<file path="config.mk">
export PLATFORM = sky130hd
export DESIGN_NAME = scalar_kalman_trade_signal_top
export DESIGN_NICKNAME = d
export VERILOG_FILES = /design/src/rtl/core/sktsig_pkg.sv /design/src/rtl/core/scalar_kalman_trade_signal_top.sv
export SDC_FILE = /design/constraint.sdc
export NUM_CORES = 1
export LEC_CHECK = 0
export CAP_MARGIN = 30
export CELL_PAD_IN_SITES_DETAIL_PLACEMENT = 0
export CELL_PAD_IN_SITES_GLOBAL_PLACEMENT = 1
export CORE_ASPECT_RATIO = 0.5
export CORE_MARGIN = 2
export CORE_UTILIZATION = 35
export CTS_CLUSTER_SIZE = 25
export DETAILED_ROUTE_END_ITERATION = 10
export DONT_BUFFER_PORTS = 1
export GPL_TIMING_DRIVEN = 0
export PLACE_DENSITY_LB_ADDON = 0.1
export SETUP_SLACK_MARGIN = 0.4
export SYNTH_ARGS = -nofsm -noshare
export SYNTH_HDL_FRONTEND = slang
export SYNTH_SLANG_ARGS = --single-unit
export TNS_END_PERCENT = 20
</file>
<file path="constraint.sdc">
create_clock -name clk -period 15.22 [get_ports clk]
set_clock_uncertainty 0.05 [all_clocks]
set_input_delay 4.566 -clock clk [delete_from_list [all_inputs] [get_ports clk]]
set_output_delay 4.566 -clock clk [all_outputs]
set_load 0.01 [all_outputs]
</file>
<file path="src/rtl/core/sktsig_pkg.sv">
package sktsig_pkg;

  localparam int FRAC_BITS = 16;
  localparam int GAIN_W    = FRAC_BITS + 1;
  localparam int CNT_W     = $clog2(GAIN_W);
  localparam int CFG_IDX_W = 2;

  localparam logic [GAIN_W-1:0] ONE_Q = GAIN_W'(1) << FRAC_BITS;

  localparam logic [31:0] PROCESS_NOISE_RESET     = 32'd655;
  localparam logic [31:0] MEASUREMENT_NOISE_RESET = 32'(1) << FRAC_BITS;
  localparam logic [31:0] VARIANCE_RESET          = 32'(1) << FRAC_BITS;

  localparam logic [CFG_IDX_W-1:0] CFG_PROCESS_NOISE     = CFG_IDX_W'(0);
  localparam logic [CFG_IDX_W-1:0] CFG_MEASUREMENT_NOISE = CFG_IDX_W'(1);

  localparam logic [1:0] SIG_NONE = 2'd0;
  localparam logic [1:0] SIG_BUY  = 2'd1;
  localparam logic [1:0] SIG_SELL = 2'd2;

endpackage

</file>
<file path="src/rtl/core/scalar_kalman_trade_signal_top.sv">
// Sequence: the predict runs at the accepting edge, then 1 setup, FRAC_BITS+1 radix-2 gain
// divide steps, FRAC_BITS+1 shift-add multiply steps and 1 update, which raises out_valid.
// One item is in flight at a time: in_ready is high only while idle, so a new item is
// taken after the previous one's serial divide, multiply and update. It is taken while the
// previous result still waits at the output; its update step holds until that result is taken.
// Reset (synchronous, active high): estimate 0, variance 1.0, flat position,
// noise registers to their defaults, no result pending.
module scalar_kalman_trade_signal_top (
  input  logic                               clk,
  input  logic                               rst,
  input  logic                               in_valid,
  output logic                               in_ready,
  input  logic [31:0]                        tick_price,
  input  logic [15:0]                        symbol_id,
  output logic                               out_valid,
  input  logic                               out_ready,
  output logic [31:0]                        estimate_out,
  output logic [31:0]                        variance_out,
  output logic [1:0]                         order_signal,
  output logic [15:0]                        order_symbol,
  output logic                               holding,
  input  logic                               cfg_we,
  input  logic [sktsig_pkg::CFG_IDX_W-1:0]   cfg_index,
  input  logic [31:0]                        cfg_data
);
  import sktsig_pkg::*;

  typedef enum logic [2:0] {S_IDLE, S_PREP, S_DIV, S_MUL, S_DONE} state_t;

  state_t              state;
  logic [31:0]         process_noise;
  logic [31:0]         measurement_noise;
  logic [31:0]         estimate;
  logic [31:0]         variance;
  logic                held;
  logic [31:0]         price;
  logic [15:0]         sym;
  logic [32:0]         pred;
  logic [33:0]         cov;
  logic [33:0]         rem;
  logic [GAIN_W-1:0]   gain;
  logic [GAIN_W-1:0]   mg;
  logic [GAIN_W-1:0]   mv;
  logic [31:0]         diff;
  logic                up;
  logic [CNT_W-1:0]    cnt;
  logic [31+GAIN_W:0]  acc_e;
  logic [32+GAIN_W:0]  acc_v;

  logic [34:0]         rem_sh;
  logic                div_ge;
  logic [33:0]         rem_next;
  logic [GAIN_W-1:0]   gain_next;
  logic [GAIN_W-1:0]   gain_final;
  logic [31+GAIN_W:0]  acc_e_next;
  logic [32+GAIN_W:0]  acc_v_next;
  logic [31:0]         move;
  logic [31:0]         est_new;
  logic [33:0]         var_full;
  logic [31:0]         var_new;
  logic                buy;
  logic                sell;
  logic                publish;

  always_comb begin
    rem_sh     = {rem, (cnt == CNT_W'(FRAC_BITS)) ? pred[0] : 1'b0};
    div_ge     = rem_sh >= {1'b0, cov};
    rem_next   = div_ge ? 34'(rem_sh - {1'b0, cov}) : rem_sh[33:0];
    gain_next  = {gain[GAIN_W-2:0], div_ge};
    gain_final = (cov == '0) ? '0 : gain_next;
    acc_e_next = {acc_e[30+GAIN_W:0], 1'b0}
               + (mg[GAIN_W-1] ? {{GAIN_W{1'b0}}, diff} : '0);
    acc_v_next = {acc_v[31+GAIN_W:0], 1'b0}
               + (mv[GAIN_W-1] ? {{GAIN_W{1'b0}}, pred} : '0);
    move       = acc_e[FRAC_BITS+31:FRAC_BITS];
    est_new    = up ? estimate + move : estimate - move;
    var_full   = acc_v[FRAC_BITS+33:FRAC_BITS];
    var_new    = (var_full[33:32] != 2'b00) ? 32'hFFFF_FFFF : var_full[31:0];
    buy        = (est_new > price) && !held;
    sell       = (est_new < price) && held;
    publish    = (state == S_DONE) && (!out_valid || out_ready);
  end

  assign in_ready = (state == S_IDLE);

  always_ff @(posedge clk) begin
    if (rst) begin
      state             <= S_IDLE;
      out_valid         <= 1'b0;
      process_noise     <= PROCESS_NOISE_RESET;
      measurement_noise <= MEASUREMENT_NOISE_RESET;
      estimate          <= '0;
      variance          <= VARIANCE_RESET;
      held              <= 1'b0;
    end else begin
      if (cfg_we) begin
        if (cfg_index == CFG_PROCESS_NOISE) begin
          process_noise <= cfg_data;
        end else if (cfg_index == CFG_MEASUREMENT_NOISE) begin
          measurement_noise <= cfg_data;
        end
      end
      if (publish) begin
        out_valid <= 1'b1;
      end else if (out_valid && out_ready) begin
        out_valid <= 1'b0;
      end
      unique case (state)
        S_IDLE: begin
          if (in_valid) begin
            price <= tick_price;
            sym   <= symbol_id;
            pred  <= {1'b0, variance} + {1'b0, process_noise};
            state <= S_PREP;
          end
        end
        S_PREP: begin
          cov   <= {1'b0, pred} + {2'b00, measurement_noise};
          up    <= price >= estimate;
          diff  <= (price >= estimate) ? price - estimate : estimate - price;
          rem   <= {2'b00, pred[32:1]};
          gain  <= '0;
          cnt   <= CNT_W'(FRAC_BITS);
          state <= S_DIV;
        end
        S_DIV: begin
          rem  <= rem_next;
          gain <= gain_next;
          if (cnt == '0) begin
            mg    <= gain_final;
            mv    <= ONE_Q - gain_final;
            acc_e <= '0;
            acc_v <= '0;
            cnt   <= CNT_W'(FRAC_BITS);
            state <= S_MUL;
          end else begin
            cnt <= cnt - 1'b1;
          end
        end
        S_MUL: begin
          acc_e <= acc_e_next;
          acc_v <= acc_v_next;
          mg    <= {mg[GAIN_W-2:0], 1'b0};
          mv    <= {mv[GAIN_W-2:0], 1'b0};
          if (cnt == '0) begin
            state <= S_DONE;
          end else begin
            cnt <= cnt - 1'b1;
          end
        end
        S_DONE: begin
          if (publish) begin
            estimate     <= est_new;
            variance     <= var_new;
            estimate_out <= est_new;
            variance_out <= var_new;
            if (buy) begin
              held         <= 1'b1;
              holding      <= 1'b1;
              order_signal <= SIG_BUY;
              order_symbol <= sym;
            end else if (sell) begin
              held         <= 1'b0;
              holding      <= 1'b0;
              order_signal <= SIG_SELL;
              order_symbol <= sym;
            end else begin
              holding      <= held;
              order_signal <= SIG_NONE;
              order_symbol <= '0;
            end
            state <= S_IDLE;
          end
        end
        default: state <= S_IDLE;
      endcase
    end
  end

endmodule

</file>
==> run summary <==
RSZ-0062 raised after global routing: false
worst skew pair latency: 0.68 ns
ys flop type: edfxtp_1
Max VDD drop: 0.0949 mV
cell area after synthesis: 35600 µm²
first-pass GRT wire length: 179000 µm
placed wire-length estimate: 94100 µm
fin crit period: 8.48 ns
Post-synth EDFFs: 417
share of power burned in registers: 0.452
Final setup viols: 0
clock share of power: 0.439
starting DRC count in detailed routing: 1873
post-synthesis sequential element count: 550
GPL Wtd Cong: 0.898
Worst Path Max Fanout: 10
ratio of final minimum period to clock period: 0.557
synthesis-to-layout area growth: 12.6%
Seq/Total Area, Yosys: 0.427
# IOs: 172
row count: 82
P_leak: 15.7 nW
# DRC: 0
CTS tree: done
clk buf depth: 3
initial antenna violation count: 4
1st-pass router iterations: 5
post-DR wirelength/cell: 22.1 µm
Yosys top cell by area: edfxtp_1
pre-CTS setup slack: 6.90 ns
final antenna-violating net count: 0
Sw Ratio: 0.261
top cell type's share of synthesized area: 0.352
MaxCap Viol Count: 0
Cell Int Power: 2.74 mW
Logic pwr share: 0.109
slew margin rel.: 0.332
PostCTS Resize Cnt: 0
Fin. Hold Viols: 0
largest net degree at the start of global routing: 50
fmax: 118 MHz
clk slew on worst S/H paths: 0.06 ns
worst endpoint data arrival time: 8.83 ns
Max Slew Vio Count: 0
cell area power density: 92.8 nW/µm²
Req. time, crit path: 15.57 ns
PortBufs: 0
Synth Net Count: 4235
number of distinct library cells after synthesis: 83
NumNets Final: 4338
CP startpoint kind: flop
Via Count: 28800
H-tree Lvls: 2
diode count: 0
final setup TNS: 0 ns
Design Power: 3.72 mW
Worst Reg-to-Reg Cells: 23
CP Class: flop to flop
Worst Hold Class: flop to flop
Hold Path Depth: 2
GRT Util Overall: 0.225
total routed wirelength: 118000 µm
vias in the first global route: 28700
# hold bufs at CTS: 0
final worst setup slack: 6.74 ns
asr flop ratio synth: 0
Congestion Overflow GR: 0
status: finished, final reports clean
Worst-Margin Slew: 0.998 ns
synth top area cells: edfxtp_1 35%, ha_1 10%, dfxtp_1 7.5%
clock root buffer: clkbuf_16
Net Sw Power: 0.972 mW
Crit. End Element: flop
core box area: 100000 µm²
initial core utilization: 0.354
Die ar.: 104000 µm²
cells after synthesis: 3850
clk sinks: 550
Post-CTS Setup Bufs: 0
Die X: 455 µm
mean post-synth cell area: 9.25 µm²
share of cells above drive strength 1: 0.0504
DR vias/cell: 5.38
Warnings, synthesis: 0
Num CTS Buffers: 59
die height: 230 µm
## kinds of logic (layout without fill, tap and decap cells)
logic type | after synthesis | after routing | synth area share
DFF | 550 | 550 | 0.427
buffers and inverters | 368 | 522 | 0.0393
xor gates and xnor gates | 203 | 203 | 0.0499
and+or+nand+nor | 1333 | 1333 | 0.179
muxes | 37 | 37 | 0.0107
adders and majority gates | 298 | 298 | 0.106
AOI/OAI and AO/OA | 1061 | 1061 | 0.188
## critical path: stages, from the launching register on
cell      delay (ns)
edfxtp_1        0.50
nor3_1          0.34
nor3b_1         0.36
nand2_1         0.13
nor4_1          0.73
a21oi_1         0.18
xor2_1          0.20
ha_1            0.41
and4_1          0.27
and4_1          0.29
nand3_1         0.18
a21oi_1         0.38
o21ai_0         0.27
o31ai_1         0.41
a211oi_1        0.19
xnor2_1         0.49
ha_1            0.25
nand4_1         0.16
nor4_1          0.60
a21oi_1         0.23
o211a_1         0.20
a311oi_2        0.74
clkbuf_1        0.52
nor2b_1         0.10
## per-layer routing
layer | vias up | routed length, µm | global-route usage
met5 | - | 0 | 0
met4 | 0 | 1900 | 0.0399
met3 | 99 | 4480 | 0.0266
met2 | 528 | 54700 | 0.371
met1 | 13900 | 57200 | 0.319
li1 | 14200 | - | -
## layout make-up
cell class | count | area (µm²)
Fill cell | 10000 | 60400
Multi-Input combinational cell | 2932 | 19100
Sequential cell | 550 | 15200
Tap cell | 1344 | 1680
Clock buffer | 75 | 1620
Inverter | 220 | 826
Timing Repair Buffer | 42 | 578
Buffer | 148 | 573
Clock inverter | 37 | 531
## registers in the layout, summed over array words and instances, names as in the netlist, 3 cells and up
register / count
acc_v: 50
acc_e: 48
cov: 34
rem: 34
pred: 33
diff: 32
estimate: 32
estimate_out: 32
measurement_noise: 32
price: 32
process_noise: 32
variance: 32
variance_out: 32
mg: 17
gain: 16
mv: 16
order_symbol: 16
sym: 16
cnt: 5
state: 3
## cell usage in the layout, fill, tap and decap left out, types with 83 or more instances in the layout
master	Yosys	layout
xnor2_1	128	128
a21o_1	128	128
inv_1	220	220
nor2_1	322	321
nor3_1	105	103
o21ai_0	186	186
dfxtp_1	133	133
nand2_1	422	422
edfxtp_1	417	417
nand3_1	84	84
and2_1	83	83
a21oi_1	368	368
ha_1	290	290
clkbuf_1	118	127
## power groups by stage
stage / clock, mW / combinational [mW] / sequential [mW]
finish: 1.63 / 0.405 / 1.68
global route: 1.73 / 0.451 / 1.68
CTS: 1.68 / 0.406 / 1.68
detailed placement: 0 / 0.403 / 1.71
global placement: 0 / 0.390 / 1.72
floorplan: 0 / 0.272 / 1.70
## Yosys cell counts, drive strengths merged (7+ instances only)
library cell and n:
nand2 422, edfxtp 417, a21oi 369, nor2 322, ha 290, inv 220
o21ai 188, dfxtp 133, a21o 128, xnor2 128, clkbuf 118, nor3 105
and2 84, nand3 84, xor2 75, a31oi 61, or3 58, and3 57
o21a 55, nor2b 52, a211oi 48, o21bai 41, nand4 36, nand2b 32
buf 30, mux2i 30, nor4 23, o211ai 19, o31ai 18, a21boi 16
o31a 13, a211o 12, nand3b 11, nor3b 9, or2 9, or4 9
a31o 8, and4 8, fa 8, a2111oi 7, a311o 7, mux2 7
## metrics by stage
stage / util / hold slack (ns) / cells / cell area (µm²)
after floorplan: - / 0.390 / 3850 / 35600
after global placement: 0.371 / 0.402 / 5194 / 37300
after detailed placement: 0.377 / 0.403 / 5236 / 37900
after CTS: 0.399 / 0.414 / 5348 / 40100
after global routing: 0.399 / 0.435 / 5348 / 40100
final: 0.399 / 0.413 / 5348 / 40100
## worst paths after layout
kind | start | end | slack, ns
worst min register to register | measurement_noise[24] | measurement_noise[24] | 0.41
worst min-delay path | measurement_noise[24] | measurement_noise[24] | 0.41
worst max-delay path | acc_e[22] | order_symbol[8] | 6.74
worst max register to register | acc_e[22] | order_symbol[8] | 6.74
(Power assumes the default switching activity.)
